<file path="src/hdl/sca_pkg.sv">
`timescale 1ns / 1ps
// Package for the sine/cosine sample to angle encoder.
// Holds shared constants, the CORDIC arctangent table and the control types.
package sca_pkg;

   localparam int SAMPLE_PORT_BITS = 8;
   localparam int ANGLE_PORT_BITS = 16;

   localparam int SAMPLE_BITS_DEFAULT = 8;
   localparam int ANGLE_BITS_DEFAULT = 16;
   localparam int CORDIC_STEPS_DEFAULT = 16;

   localparam int MAX_STEPS = 24;
   localparam int STEP_BITS = $clog2(MAX_STEPS);
   localparam int GUARD_BITS = 24;
   localparam int TURN_BITS = 32;
   localparam int QUEUE_DEPTH = 2;

   localparam logic [TURN_BITS-1:0] ZERO_TURN = 32'h0000_0000;
   localparam logic [TURN_BITS-1:0] QUARTER_TURN = 32'h4000_0000;
   localparam logic [TURN_BITS-1:0] HALF_TURN = 32'h8000_0000;
   localparam logic [TURN_BITS-1:0] NEG_QUARTER_TURN = 32'hC000_0000;

   typedef enum logic {
      CHANNEL_COSINE,
      CHANNEL_SINE
   } channel_type;

   typedef enum logic [1:0] {
      CORDIC_IDLE,
      CORDIC_ROTATE,
      CORDIC_FINISH
   } cordic_state_type;

   typedef struct packed {
      logic full;
      logic empty;
   } queue_status_type;

   // atan(2^-i) in units of 2^-32 turn
   function automatic logic [TURN_BITS-1:0] atan_turn(input logic [STEP_BITS-1:0] idx);
      logic [TURN_BITS-1:0] val;
      case (idx)
         5'd0:    val = 32'h20000000;
         5'd1:    val = 32'h12E4051E;
         5'd2:    val = 32'h09FB385B;
         5'd3:    val = 32'h051111D4;
         5'd4:    val = 32'h028B0D43;
         5'd5:    val = 32'h0145D7E1;
         5'd6:    val = 32'h00A2F61E;
         5'd7:    val = 32'h00517C55;
         5'd8:    val = 32'h0028BE53;
         5'd9:    val = 32'h00145F2F;
         5'd10:   val = 32'h000A2F98;
         5'd11:   val = 32'h000517CC;
         5'd12:   val = 32'h00028BE6;
         5'd13:   val = 32'h000145F3;
         5'd14:   val = 32'h0000A2FA;
         5'd15:   val = 32'h0000517D;
         5'd16:   val = 32'h000028BE;
         5'd17:   val = 32'h0000145F;
         5'd18:   val = 32'h00000A30;
         5'd19:   val = 32'h00000518;
         5'd20:   val = 32'h0000028C;
         5'd21:   val = 32'h00000146;
         5'd22:   val = 32'h000000A3;
         5'd23:   val = 32'h00000051;
         default: val = ZERO_TURN;
      endcase
      return val;
   endfunction

endpackage

</file>
<file path="src/hdl/sincos_sample_to_angle.sv">
`timescale 1ns / 1ps
// Sine/cosine sample to angle encoder, top level.
// Depends on sca_pkg, sca_front, sca_queue and sca_cordic.
//
// Samples arrive alternately on the cosine and then the sine channel; every
// transaction returns atan2(sine, cosine) of the latest two values with mid-scale
// removed, as a binary angle where half scale is pi. The front end takes a sample
// into a two-entry queue while the queue is not full; the iterative CORDIC unit
// behind it, which skips the rotation steps when a value lies on an axis, works on
// one sample at a time and so sets the sustained rate. A finished angle waits in
// an output register while the next sample is already in work.
module sincos_sample_to_angle
   import sca_pkg::*;
#(
   parameter int SAMPLE_BITS  = SAMPLE_BITS_DEFAULT,
   parameter int ANGLE_BITS   = ANGLE_BITS_DEFAULT,
   parameter int CORDIC_STEPS = CORDIC_STEPS_DEFAULT
) (
   input  logic                        clock,
   input  logic                        reset,
   input  logic                        req_valid,
   output logic                        req_stall,
   input  logic [SAMPLE_PORT_BITS-1:0] req_sample,
   output logic                        rsp_valid,
   input  logic                        rsp_stall,
   output logic [ANGLE_PORT_BITS-1:0]  rsp_angle,
   output logic                        rsp_updated_sine
);

   localparam int ENTRY_BITS = 2 * (SAMPLE_BITS + 1) + 1;

   queue_status_type      queue_status;
   logic                  push_valid;
   logic [ENTRY_BITS-1:0] push_data;
   logic                  pop;
   logic [ENTRY_BITS-1:0] pop_data;

   sca_front #(
      .SAMPLE_BITS (SAMPLE_BITS)
   ) u_front (
      .clock        (clock),
      .reset        (reset),
      .req_valid    (req_valid),
      .req_stall    (req_stall),
      .req_sample   (req_sample),
      .queue_status (queue_status),
      .push_valid   (push_valid),
      .push_data    (push_data)
   );

   sca_queue #(
      .DATA_BITS (ENTRY_BITS)
   ) u_queue (
      .clock      (clock),
      .reset      (reset),
      .push_valid (push_valid),
      .push_data  (push_data),
      .pop        (pop),
      .pop_data   (pop_data),
      .status     (queue_status)
   );

   sca_cordic #(
      .SAMPLE_BITS  (SAMPLE_BITS),
      .ANGLE_BITS   (ANGLE_BITS),
      .CORDIC_STEPS (CORDIC_STEPS)
   ) u_cordic (
      .clock            (clock),
      .reset            (reset),
      .queue_status     (queue_status),
      .pop_data         (pop_data),
      .pop              (pop),
      .rsp_valid        (rsp_valid),
      .rsp_stall        (rsp_stall),
      .rsp_angle        (rsp_angle),
      .rsp_updated_sine (rsp_updated_sine)
   );

endmodule

</file>
<file path="src/hdl/sca_front.sv">
`timescale 1ns / 1ps
// Front end: accepts samples, tracks the channel order and keeps the latest values.
// Pushes offset-free cosine and sine into the queue. Depends on sca_pkg.
module sca_front
   import sca_pkg::*;
#(
   parameter int SAMPLE_BITS = SAMPLE_BITS_DEFAULT
) (
   input  logic                          clock,
   input  logic                          reset,
   input  logic                          req_valid,
   output logic                          req_stall,
   input  logic [SAMPLE_PORT_BITS-1:0]   req_sample,
   input  queue_status_type              queue_status,
   output logic                          push_valid,
   output logic [2*(SAMPLE_BITS+1):0]    push_data
);

   localparam logic [SAMPLE_BITS:0] OFFSET = (SAMPLE_BITS + 1)'(1) << (SAMPLE_BITS - 1);

   channel_type            next_channel_ff, next_channel_in;
   logic [SAMPLE_BITS-1:0] cosine_ff, cosine_in;
   logic [SAMPLE_BITS-1:0] sine_ff, sine_in;
   logic [SAMPLE_BITS-1:0] value;
   logic [SAMPLE_BITS:0]   cos_centered;
   logic [SAMPLE_BITS:0]   sin_centered;
   logic                   accept;

   assign req_stall = queue_status.full;
   assign accept = req_valid && !queue_status.full;
   assign push_valid = accept;
   assign value = SAMPLE_BITS'(req_sample);

   always_comb begin
      next_channel_in = next_channel_ff;
      cosine_in = cosine_ff;
      sine_in = sine_ff;
      if (accept) begin
         if (next_channel_ff == CHANNEL_COSINE) begin
            cosine_in = value;
            next_channel_in = CHANNEL_SINE;
         end else begin
            sine_in = value;
            next_channel_in = CHANNEL_COSINE;
         end
      end
   end

   assign cos_centered = {1'b0, cosine_in} - OFFSET;
   assign sin_centered = {1'b0, sine_in} - OFFSET;
   assign push_data = {(next_channel_ff == CHANNEL_SINE), sin_centered, cos_centered};

   always_ff @(posedge clock) begin
      if (reset) begin
         next_channel_ff <= CHANNEL_COSINE;
         cosine_ff <= '0;
         sine_ff <= '0;
      end else begin
         next_channel_ff <= next_channel_in;
         cosine_ff <= cosine_in;
         sine_ff <= sine_in;
      end
   end

`ifndef NO_ASSERTIONS
   a_channel_toggles: assert property (@(posedge clock) disable iff (reset)
      accept |=> (next_channel_ff != $past(next_channel_ff)))
      else $error("channel did not toggle after a transaction");
`endif

endmodule

</file>
<file path="src/hdl/sca_queue.sv">
`timescale 1ns / 1ps
// Short queue between the front end and the CORDIC unit.
// Depends on sca_pkg for its depth and status type.
module sca_queue
   import sca_pkg::*;
#(
   parameter int DATA_BITS = 2 * (SAMPLE_BITS_DEFAULT + 1) + 1
) (
   input  logic                 clock,
   input  logic                 reset,
   input  logic                 push_valid,
   input  logic [DATA_BITS-1:0] push_data,
   input  logic                 pop,
   output logic [DATA_BITS-1:0] pop_data,
   output queue_status_type     status
);

   localparam int PTR_BITS = $clog2(QUEUE_DEPTH);
   localparam int COUNT_BITS = $clog2(QUEUE_DEPTH + 1);

   logic [DATA_BITS-1:0]  entries_ff [QUEUE_DEPTH];
   logic [PTR_BITS-1:0]   wr_ptr_ff, wr_ptr_in;
   logic [PTR_BITS-1:0]   rd_ptr_ff, rd_ptr_in;
   logic [COUNT_BITS-1:0] count_ff, count_in;

   assign status.full = (count_ff == COUNT_BITS'(QUEUE_DEPTH));
   assign status.empty = (count_ff == '0);
   assign pop_data = entries_ff[rd_ptr_ff];

   always_comb begin
      wr_ptr_in = wr_ptr_ff;
      rd_ptr_in = rd_ptr_ff;
      count_in = count_ff;
      if (push_valid) begin
         wr_ptr_in = (wr_ptr_ff == PTR_BITS'(QUEUE_DEPTH - 1)) ? '0 : wr_ptr_ff + 1'b1;
      end
      if (pop) begin
         rd_ptr_in = (rd_ptr_ff == PTR_BITS'(QUEUE_DEPTH - 1)) ? '0 : rd_ptr_ff + 1'b1;
      end
      if (push_valid && !pop) begin
         count_in = count_ff + 1'b1;
      end else if (pop && !push_valid) begin
         count_in = count_ff - 1'b1;
      end
   end

   always_ff @(posedge clock) begin
      if (reset) begin
         wr_ptr_ff <= '0;
         rd_ptr_ff <= '0;
         count_ff <= '0;
      end else begin
         wr_ptr_ff <= wr_ptr_in;
         rd_ptr_ff <= rd_ptr_in;
         count_ff <= count_in;
      end
   end

   always_ff @(posedge clock) begin
      if (push_valid) begin
         entries_ff[wr_ptr_ff] <= push_data;
      end
   end

`ifndef NO_ASSERTIONS
   a_no_overflow: assert property (@(posedge clock) disable iff (reset)
      status.full |-> !push_valid)
      else $error("push into a full queue");
   a_no_underflow: assert property (@(posedge clock) disable iff (reset)
      status.empty |-> !pop)
      else $error("pop from an empty queue");
`endif

endmodule

</file>
<file path="src/hdl/sca_cordic.sv">
`timescale 1ns / 1ps
// Back end: iterative CORDIC in vectoring mode with a registered result stage.
// Depends on sca_pkg for the arctangent table, constants and state type.
module sca_cordic
   import sca_pkg::*;
#(
   parameter int SAMPLE_BITS  = SAMPLE_BITS_DEFAULT,
   parameter int ANGLE_BITS   = ANGLE_BITS_DEFAULT,
   parameter int CORDIC_STEPS = CORDIC_STEPS_DEFAULT
) (
   input  logic                         clock,
   input  logic                         reset,
   input  queue_status_type             queue_status,
   input  logic [2*(SAMPLE_BITS+1):0]   pop_data,
   output logic                         pop,
   output logic                         rsp_valid,
   input  logic                         rsp_stall,
   output logic [ANGLE_PORT_BITS-1:0]   rsp_angle,
   output logic                         rsp_updated_sine
);

   localparam int STEPS = (CORDIC_STEPS > MAX_STEPS) ? MAX_STEPS : CORDIC_STEPS;
   localparam int W = SAMPLE_BITS + GUARD_BITS + 3;
   localparam logic [TURN_BITS-1:0] ROUND_ADD = TURN_BITS'(1) << (TURN_BITS - 1 - ANGLE_BITS);

   cordic_state_type           state_ff, state_in;
   logic signed [W-1:0]        x_ff, x_in;
   logic signed [W-1:0]        y_ff, y_in;
   logic [TURN_BITS-1:0]       acc_ff, acc_in;
   logic [STEP_BITS-1:0]       step_ff, step_in;
   logic                       updated_ff, updated_in;
   logic                       rsp_valid_ff, rsp_valid_in;
   logic [ANGLE_PORT_BITS-1:0] rsp_angle_ff, rsp_angle_in;
   logic                       rsp_updated_sine_ff, rsp_updated_sine_in;

   logic signed [SAMPLE_BITS:0] x_q, y_q;
   logic signed [W-1:0]         x_ext, y_ext;
   logic                        special;
   logic [TURN_BITS-1:0]        special_turn;
   logic signed [W-1:0]         dx, dy;
   logic                        last_step;
   logic                        out_free;
   logic                        load_result;
   logic [TURN_BITS-1:0]        rounded_sum;
   logic [TURN_BITS-1:0]        rounded;

   assign x_q = signed'(pop_data[SAMPLE_BITS:0]);
   assign y_q = signed'(pop_data[2*SAMPLE_BITS+1:SAMPLE_BITS+1]);
   assign x_ext = W'(x_q);
   assign y_ext = W'(y_q);

   always_comb begin
      special = 1'b1;
      special_turn = ZERO_TURN;
      if (x_q == '0 && y_q == '0) begin
         special_turn = ZERO_TURN;
      end else if (y_q == '0) begin
         special_turn = x_q[SAMPLE_BITS] ? HALF_TURN : ZERO_TURN;
      end else if (x_q == '0) begin
         special_turn = y_q[SAMPLE_BITS] ? NEG_QUARTER_TURN : QUARTER_TURN;
      end else begin
         special = 1'b0;
      end
   end

   assign dx = y_ff >>> step_ff;
   assign dy = x_ff >>> step_ff;
   assign last_step = (step_ff == STEP_BITS'(STEPS - 1));
   assign out_free = !rsp_valid_ff || !rsp_stall;

   // next state
   always_comb begin
      state_in = state_ff;
      case (state_ff)
         CORDIC_IDLE: begin
            if (!queue_status.empty) begin
               state_in = special ? CORDIC_FINISH : CORDIC_ROTATE;
            end
         end
         CORDIC_ROTATE: begin
            if (last_step) begin
               state_in = CORDIC_FINISH;
            end
         end
         CORDIC_FINISH: begin
            if (out_free) begin
               state_in = CORDIC_IDLE;
            end
         end
         default: state_in = CORDIC_IDLE;
      endcase
   end

   // outputs
   always_comb begin
      pop = 1'b0;
      load_result = 1'b0;
      case (state_ff)
         CORDIC_IDLE:   pop = !queue_status.empty;
         CORDIC_ROTATE: pop = 1'b0;
         CORDIC_FINISH: load_result = out_free;
         default: begin
            pop = 1'b0;
            load_result = 1'b0;
         end
      endcase
   end

   always_comb begin
      x_in = x_ff;
      y_in = y_ff;
      acc_in = acc_ff;
      step_in = step_ff;
      updated_in = updated_ff;
      if (pop) begin
         updated_in = pop_data[2*SAMPLE_BITS+2];
         step_in = '0;
         if (special) begin
            acc_in = special_turn;
         end else if (x_q[SAMPLE_BITS]) begin
            x_in = (-x_ext) <<< GUARD_BITS;
            y_in = (-y_ext) <<< GUARD_BITS;
            acc_in = HALF_TURN;
         end else begin
            x_in = x_ext <<< GUARD_BITS;
            y_in = y_ext <<< GUARD_BITS;
            acc_in = ZERO_TURN;
         end
      end else if (state_ff == CORDIC_ROTATE) begin
         step_in = step_ff + 1'b1;
         if (!y_ff[W-1]) begin
            x_in = x_ff + dx;
            y_in = y_ff - dy;
            acc_in = acc_ff + atan_turn(step_ff);
         end else begin
            x_in = x_ff - dx;
            y_in = y_ff + dy;
            acc_in = acc_ff - atan_turn(step_ff);
         end
      end
   end

   assign rounded_sum = acc_ff + ROUND_ADD;
   assign rounded = rounded_sum >> (TURN_BITS - ANGLE_BITS);

   always_comb begin
      rsp_valid_in = rsp_valid_ff;
      rsp_angle_in = rsp_angle_ff;
      rsp_updated_sine_in = rsp_updated_sine_ff;
      if (load_result) begin
         rsp_valid_in = 1'b1;
         rsp_angle_in = rounded[ANGLE_PORT_BITS-1:0];
         rsp_updated_sine_in = updated_ff;
      end else if (rsp_valid_ff && !rsp_stall) begin
         rsp_valid_in = 1'b0;
      end
   end

   always_ff @(posedge clock) begin
      if (reset) begin
         state_ff <= CORDIC_IDLE;
         rsp_valid_ff <= 1'b0;
      end else begin
         state_ff <= state_in;
         rsp_valid_ff <= rsp_valid_in;
      end
   end

   always_ff @(posedge clock) begin
      x_ff <= x_in;
      y_ff <= y_in;
      acc_ff <= acc_in;
      step_ff <= step_in;
      updated_ff <= updated_in;
      rsp_angle_ff <= rsp_angle_in;
      rsp_updated_sine_ff <= rsp_updated_sine_in;
   end

   assign rsp_valid = rsp_valid_ff;
   assign rsp_angle = rsp_angle_ff;
   assign rsp_updated_sine = rsp_updated_sine_ff;

`ifndef NO_ASSERTIONS
   a_x_positive: assert property (@(posedge clock) disable iff (reset)
      (state_ff == CORDIC_ROTATE) |-> !x_ff[W-1])
      else $error("x went negative during rotation");
   a_step_range: assert property (@(posedge clock) disable iff (reset)
      (state_ff == CORDIC_ROTATE) |-> (step_ff < STEP_BITS'(STEPS)))
      else $error("step count beyond the last iteration");
`endif

endmodule
</file>
<file path="config.mk">
export PLATFORM = sky130hd
export DESIGN_NAME = sincos_sample_to_angle
export DESIGN_NICKNAME = d
export VERILOG_FILES = /design/src/hdl/sca_pkg.sv /design/src/hdl/sincos_sample_to_angle.sv /design/src/hdl/sca_front.sv /design/src/hdl/sca_queue.sv /design/src/hdl/sca_cordic.sv
export SDC_FILE = /design/constraint.sdc
export NUM_CORES = 1
export LEC_CHECK = 0
export BUFFER_PORTS_ARGS = -buffer_cell sky130_fd_sc_hd__buf_4
export CORE_MARGIN = 2
export CORE_UTILIZATION = 60
export DETAILED_ROUTE_END_ITERATION = 16
export GPL_TIMING_DRIVEN = 0
export PLACE_DENSITY = 0.84
export SYNTH_ARGS = -nofsm -noshare
export SYNTH_HDL_FRONTEND = slang
export SYNTH_SLANG_ARGS = --single-unit
</file>
<file path="constraint.sdc">
create_clock -name clock -period 8.8 [get_ports clock]
set_clock_uncertainty 0.05 [all_clocks]
set_input_delay 0.88 -clock clock [delete_from_list [all_inputs] [get_ports clock]]
set_output_delay 0.88 -clock clock [all_outputs]
set_load 0.01 [all_outputs]
</file>
# [After elaboration in Yosys (flattened, before gate mapping)]
# Memory sizes are Yosys's and may differ from the RTL's. A register that Yosys moved wholly into a read port is not among the register bits.
# Index checks and enable logic that the tools add are counted.
[totals] ff_bits=149 ram_bits=38 rom_bits=1920 in_bits=12 elab_cells=119 n_memories=3
[mem_list] name="(no name shown)" words=32 word_bits=30 read_ports=1 rd_ports_with_merged_regs=1 write_ports=0 line_no="sca_pkg.sv:43" source="case (idx)"
[mem_list] name="(no name shown)" words=32 word_bits=30 read_ports=1 rd_ports_with_merged_regs=1 write_ports=0 line_no="sca_pkg.sv:43"
[mem_list] name="u_queue.entries_ff" words=2 word_bits=19 read_ports=1 rd_ports_with_merged_regs=1 write_ports=1 line_no="sca_queue.sv:21" source="logic [DATA_BITS-1:0] entries_ff [QUEUE_DEPTH];"
[classes] addsub=16 n_eq_ne=8 shifts=2 mux=54 reduce_logical=21
[op_table] operator="32-bit two-way mux" n=15
[op_table] operator="35-bit two-way mux" n=10
[op_table] operator="35-bit adder" n=2
[op_table] operator="35-bit by 5-bit >>> shifter with 35-bit output" n=2
[op_table] operator="35-bit subtractor" n=2
[op_table] operator="32-bit by 16-bit adder with 32-bit output (second input constant)" n=1
[op_table] operator="32-bit adder" n=1
[op_table] operator="8-bit two-way mux" n=4
[op_table] operator="32-bit subtractor" n=1
[op_table] operator="9-bit negation with 11-bit output" n=2
[op_table] operator="5-bit two-way mux" n=4
[op_table] operator="9-bit zero test" n=2
[op_table] operator="8-bit by 8-bit subtractor with 9-bit output (second input constant)" n=2
[op_table] operator="1-bit two-way mux" n=14
[op_table] operator="2-bit two-way mux" n=6
[op_table] operator="1-bit zero test" n=6
[op_table] operator="2-bit one-hot mux with 3 select lines" n=1
[op_table] operator="2-bit nonzero test" n=3
[op_table] operator="5-bit by 1-bit adder with 5-bit output (second input constant)" n=1
[op_table] operator="5-bit by 4-bit equality test with 1-bit output (second input constant)" n=1
[op_table] operator="1-bit logical AND" n=5
[op_table] operator="2-bit equality test (second input constant)" n=2
[op_table] operator="2-bit zero test" n=2
[op_table] operator="2-bit by 1-bit != test with 1-bit output (second input constant)" n=2
[op_table] operator="other kinds (8)" n=10

# [Logic depth before layout (Yosys ltp)]
[logic_depth] depth_word=8 depth_mapped=28 mapped_depth_nobuf=22

# [Modules after synthesis]
# A second synthesis with hierarchy kept.
[unflattened] hier_cells=2248 area_unflattened_um2=20916.3
[by_module_without_submodules] module="sca_cordic" n_inst=1 cells_each=2108 area_per_inst_um2=18632.9 seq_area_each_um2=4364.2
[by_module_without_submodules] module="sca_queue" n_inst=1 cells_each=81 area_per_inst_um2=1579.0 seq_area_each_um2=1241.2
[by_module_without_submodules] module="sca_front" n_inst=1 cells_each=59 area_per_inst_um2=704.4 seq_area_each_um2=340.3

# [Worst setup path before layout]
# OpenSTA, ideal clock, no wires.
[synth_timing] path_kind="flip-flop to flip-flop" startpoint="register u_cordic.step_ff[4]" endpoint="register u_cordic.x_ff[34] (data pin)" setup_ns=0.134 t_arrival_ns=5.983 slack_ns=2.633 path_stages_with_launch=24 path_buffers=7 synth_period_minus_slack_ns=6.167 path_cell_list="dfxtp_1 buf_2 buf_1 clkbuf_1 clkbuf_1 clkbuf_1 clkbuf_1 buf_1 o21a_1 ha_1 inv_1 nor4_1 a21oi_1 xor2_1 ha_1 and3_1 a22oi_1 a21boi_0 o2bb2ai_1 a311oi_1 o31ai_1 o2111a_1 a2111oi_2 nand2b_1"
[synth_between] elab_chain_cells=5
[synth_lines] item="start, declared" line_no="sca_cordic.sv:30" source="logic [STEP_BITS-1:0] step_ff, step_in;"
[synth_lines] item="start signal, assigned" line_no="sca_cordic.sv:173" source="step_ff <= step_in;"
[synth_lines] item="35-bit by 5-bit >>> shifter with 35-bit output *" line_no="sca_cordic.sv:66" source="assign dx = y_ff >>> step_ff;"
[synth_lines] item="35-bit adder or 35-bit subtractor (tied branches)" line_no="sca_cordic.sv:132, sca_cordic.sv:136"
[synth_lines] item="35-bit two-way mux *" line_no="sca_cordic.sv:131" source="if (!y_ff[W-1]) begin"
[synth_lines] item="35-bit two-way mux *" line_no="sca_cordic.sv:129" source="end else if (state_ff == CORDIC_ROTATE) begin"
[synth_lines] item="35-bit two-way mux *" line_no="sca_cordic.sv:115" source="if (pop) begin"
[synth_lines] item="net u_cordic.x_in[34]" line_no="sca_cordic.sv:27" source="logic signed [W-1:0] x_ff, x_in;"
[synth_lines] item="end signal, assigned" line_no="sca_cordic.sv:170" source="x_ff <= x_in;"
[synth_lines] item="end, declared" line_no="sca_cordic.sv:27"
# Mark *: on every way through the listed nets, which the timed path passes. The rest lies on a longest branch. The select of a mux whose other input is x is not followed.
# A chain may end at the register's enable or synchronous reset.

# [Worst setup path in the final report]
[layout_timing] startpoint="register u_cordic.step_ff[2]" endpoint="register u_cordic.x_ff[34] (data pin)"
# The elaborated chain is that of the path after synthesis.

==> impl_metrics.env <==
export IMPL_run_status="complete, no violations"
export IMPL_syn_to_final_growth_pct=8.070
export IMPL_globalRouteOverflowTotal=0
export IMPL_die_h_um=192.8
export IMPL_setup_ws_ps=359.8
export IMPL_cts_tree="yes"
export IMPL_place_congestion=1.072
export IMPL_report_final_slew_viol_count=0
export IMPL_synthFlopType="edfxtp_1"
export IMPL_slew_headroom_pct=8.870
export IMPL_fill_cells=2739
export IMPL_slowest_delay_ps=720
export IMPL_vias=21540
export IMPL_cp_arrival_ps=8820
export IMPL_synthAdderAreaFrac_pct=7.069
export IMPL_synth_top_cell_area_share_pct=21.63
export IMPL_synth_top_cell_by_area="edfxtp_1"
export IMPL_yosys_top_cells_area="edfxtp_1 (22%), mux4_2 (9.6%), ha_1 (6.8%), dfxtp_1 (5.6%), xnor2_1 (4.3%)"
export IMPL_cp_data_required_time_ps=9180
export IMPL_synthCells=2366
export IMPL_clock_path_buffers=3
export IMPL_clkSinkCount=214
export IMPL_place_ws_ps=-795.9
export IMPL_fp_dieW_um=192.8
export IMPL_cp_top_family="compound AO/OA/AOI/OAI gates"
export IMPL_grt_pass1_vias=20820
export IMPL_die_area_mm2=0.03716
export IMPL_drtIter0Drc=3038
export IMPL_finalHoldViolCount=0
export IMPL_grt_max_degree=39
export IMPL_r2r_slack_ps=360
export IMPL_synth_seq_cells=214
export IMPL_numCtsBuffers=25
export IMPL_antenna_found_initial=2
export IMPL_yosys_warnings=0
export IMPL_io_buffers=30
export IMPL_hold_path_class="reg -> reg"
export IMPL_core_rowCount=69
export IMPL_first_pass_iters=7
export IMPL_vias_per_cell=7.418
export IMPL_hpwl_um=66590
export IMPL_coreArea_mm2=0.03531
export IMPL_synth_edff_count=154
export IMPL_crit_buf_inv=7
export IMPL_critPathMaxFanout=10
export IMPL_fin_crit_sh_pct=95.91
export IMPL_max_freq_ghz=0.1185
export IMPL_drive_gt1_share_pct=12.62
export IMPL_wirelength_um=88410
export IMPL_setup_viol=0
export IMPL_insertion_delay_ps=570
export IMPL_synthesis_nets=2497
export IMPL_crit_type="reg -> reg"
export IMPL_root_buffer="clkbuf_16"
export IMPL_drc_errors=0
export IMPL_grt_pass1_wl_um=130400
export IMPL_worstPathCellList="clkbuf_1, buf_2, inv_2, buf_2, buf_1, buf_2, mux4_2, a21oi_1, ha_1, inv_1, or4_1, nor3_1, nand3_1, o311ai_0, ha_1, a21o_1, a31oi_1, o21ai_0, o2bb2ai_1, a311oi_1, o31ai_1, o2111a_1, a2111oi_2, nand2b_1"
export IMPL_synth_compound_area_share_pct=20.50
export IMPL_post_route_util_pct=65.44
export IMPL_yosysUniqueCellTypes=97
export IMPL_syn_area_mm2=0.02138
export IMPL_period_minus_slack_ps=8440
export IMPL_fin_nets=2553
export IMPL_end_kind="flop"
export IMPL_max_cap_violations=0
export IMPL_seq_area_frac_synth_pct=27.25
export IMPL_path_common_cell="buf_2"
export IMPL_worst_path_max_delay_cell="or4_1"
export IMPL_tightestPinTransition_ps=1367
export IMPL_clkTransAtPathRegs_ps=70
export IMPL_avgSynthCellArea_um2=9.037
export IMPL_ant_nets=0
export IMPL_cts_htree_levels=1
export IMPL_grt_total_usage_pct=47.53
export IMPL_start_kind="flop"
export IMPL_synth_top_family_by_area="compound AO/OA/AOI/OAI gates"
export IMPL_synth_xor_area_share_pct=6.759
export IMPL_ioPinCount=31
export IMPL_synth_area_mux_share_pct=16.26
export IMPL_post_drt_wl_per_cell_um=30.44
export IMPL_yosys_area_share_simple_pct=17.89
export IMPL_async_reset_ff_share_pct=0
export IMPL_rsz0062_at_grt="false"
export IMPL_initial_core_util_pct=60.55
[cells in the mapped netlist (33+ instances only)]
cell,n
a21o_1,45
a21oi_1,172
a31oi_1,38
and3_1,33
clkbuf_1,75
dfxtp_1,60
edfxtp_1,154
ha_1,116
inv_1,67
mux2_2,45
mux2i_1,72
mux4_2,91
nand2_1,147
nand3_1,65
nor2_1,242
nor2b_1,39
nor3_1,70
o21a_1,33
o21ai_0,121
xnor2_1,104
xor2_1,61
[cell type report]
type	count	area, um2	area share (%)
Multi-Input combinational cell	1944	14680	63.54
Sequential cell	214	5826	25.21
Clock buffer	31	710.7	3.076
Buffer	135	650.6	2.816
Tap cell	461	576.8	2.496
Timing Repair Buffer	33	267.8	1.159
Inverter	69	259.0	1.121
Clock inverter	15	130.1	0.5631
Antenna cell	2	5.005	0.02166
[cell families (layout without fill, tap and decap cells)]
family / count (synthesis) / after routing
other: 0 / 2
XOR/XNOR: 165 / 165
multiplexers: 222 / 222
AND/OR/NAND/NOR: 773 / 773
adder cells (fa/ha/maj): 119 / 119
flip-flops: 214 / 214
buffers and inverters: 208 / 283
AO/OA/AOI/OAI: 665 / 665
[layout by cell type (no fill, tap or decap), types with 28 or more instances in the layout]
| cell type | Yosys | final |
|---|---|---|
| nor2_1 | 242 | 240 |
| a21oi_1 | 172 | 171 |
| edfxtp_1 | 154 | 154 |
| nand2_1 | 147 | 147 |
| o21ai_0 | 121 | 121 |
| ha_1 | 116 | 116 |
| xnor2_1 | 104 | 104 |
| mux4_2 | 91 | 91 |
| clkbuf_1 | 75 | 73 |
| mux2i_1 | 72 | 72 |
| nor3_1 | 70 | 70 |
| inv_1 | 67 | 67 |
| nand3_1 | 65 | 65 |
| xor2_1 | 61 | 61 |
| dfxtp_1 | 60 | 60 |
| mux2_2 | 45 | 45 |
| a21o_1 | 45 | 44 |
| nor2b_1 | 39 | 39 |
| a31oi_1 | 38 | 38 |
| buf_4 | 5 | 36 |
| o21a_1 | 33 | 33 |
| and3_1 | 33 | 33 |
| a211oi_1 | 32 | 32 |
| and2_1 | 31 | 31 |
| o211ai_1 | 29 | 29 |
| buf_2 | 28 | 28 |
[stage by stage]
step	TNS, ps	cell area [um2]	hold slack, ps	instances
5_1_grt	0	23100	402.3	2902
3_3_place_gp	-16560	22180	372.0	2857
6_report	0	23110	373.5	2904
4_1_cts	0	23100	374.7	2905
2_1_floorplan	0	21380	350.3	2366
3_5_place_dp	-9727	22240	363.5	2860
[final timing paths]
check,end,from,cells after the start
worst max-delay path,u_cordic.x_ff[34],u_cordic.step_ff[2],24
worst min-delay path,u_cordic.rsp_updated_sine,u_cordic.updated_ff,0
worst max register to register,u_cordic.x_ff[34],u_cordic.step_ff[2],24
worst min register to register,u_cordic.rsp_updated_sine,u_cordic.updated_ff,0
[worst reg2reg max path, delay by kind of cell, from the launching register on]
family | cells | cell delay [ps]
simple gates | 4 | 1450
buf+inv | 7 | 2410
mux | 1 | 690
compound gates | 10 | 2750
fa+ha+maj | 2 | 650
flops | 1 | 320
[per-layer routing]
| layer | share of wire [%] | track usage [%] | vias up |
|---|---|---|---|
| li1 | - | - | 9145 |
| met1 | 35 | 56.90 | 10140 |
| met2 | 43 | 73.38 | 1778 |
| met3 | 13 | 13.84 | 474 |
| met4 | 8.8 | 33.29 | 2 |
| met5 | 0.014 | 0 | - |
[repair_timing]
item,in CTS,in global routing
buffers inserted,0,0
setup endpoints to repair,29,10
resized for setup,4,2
hold buffers,0,0
Power is left out: the tool's default activity adds up to more than one toggle a clock period on the data nets, which glitch-free logic cannot reach.
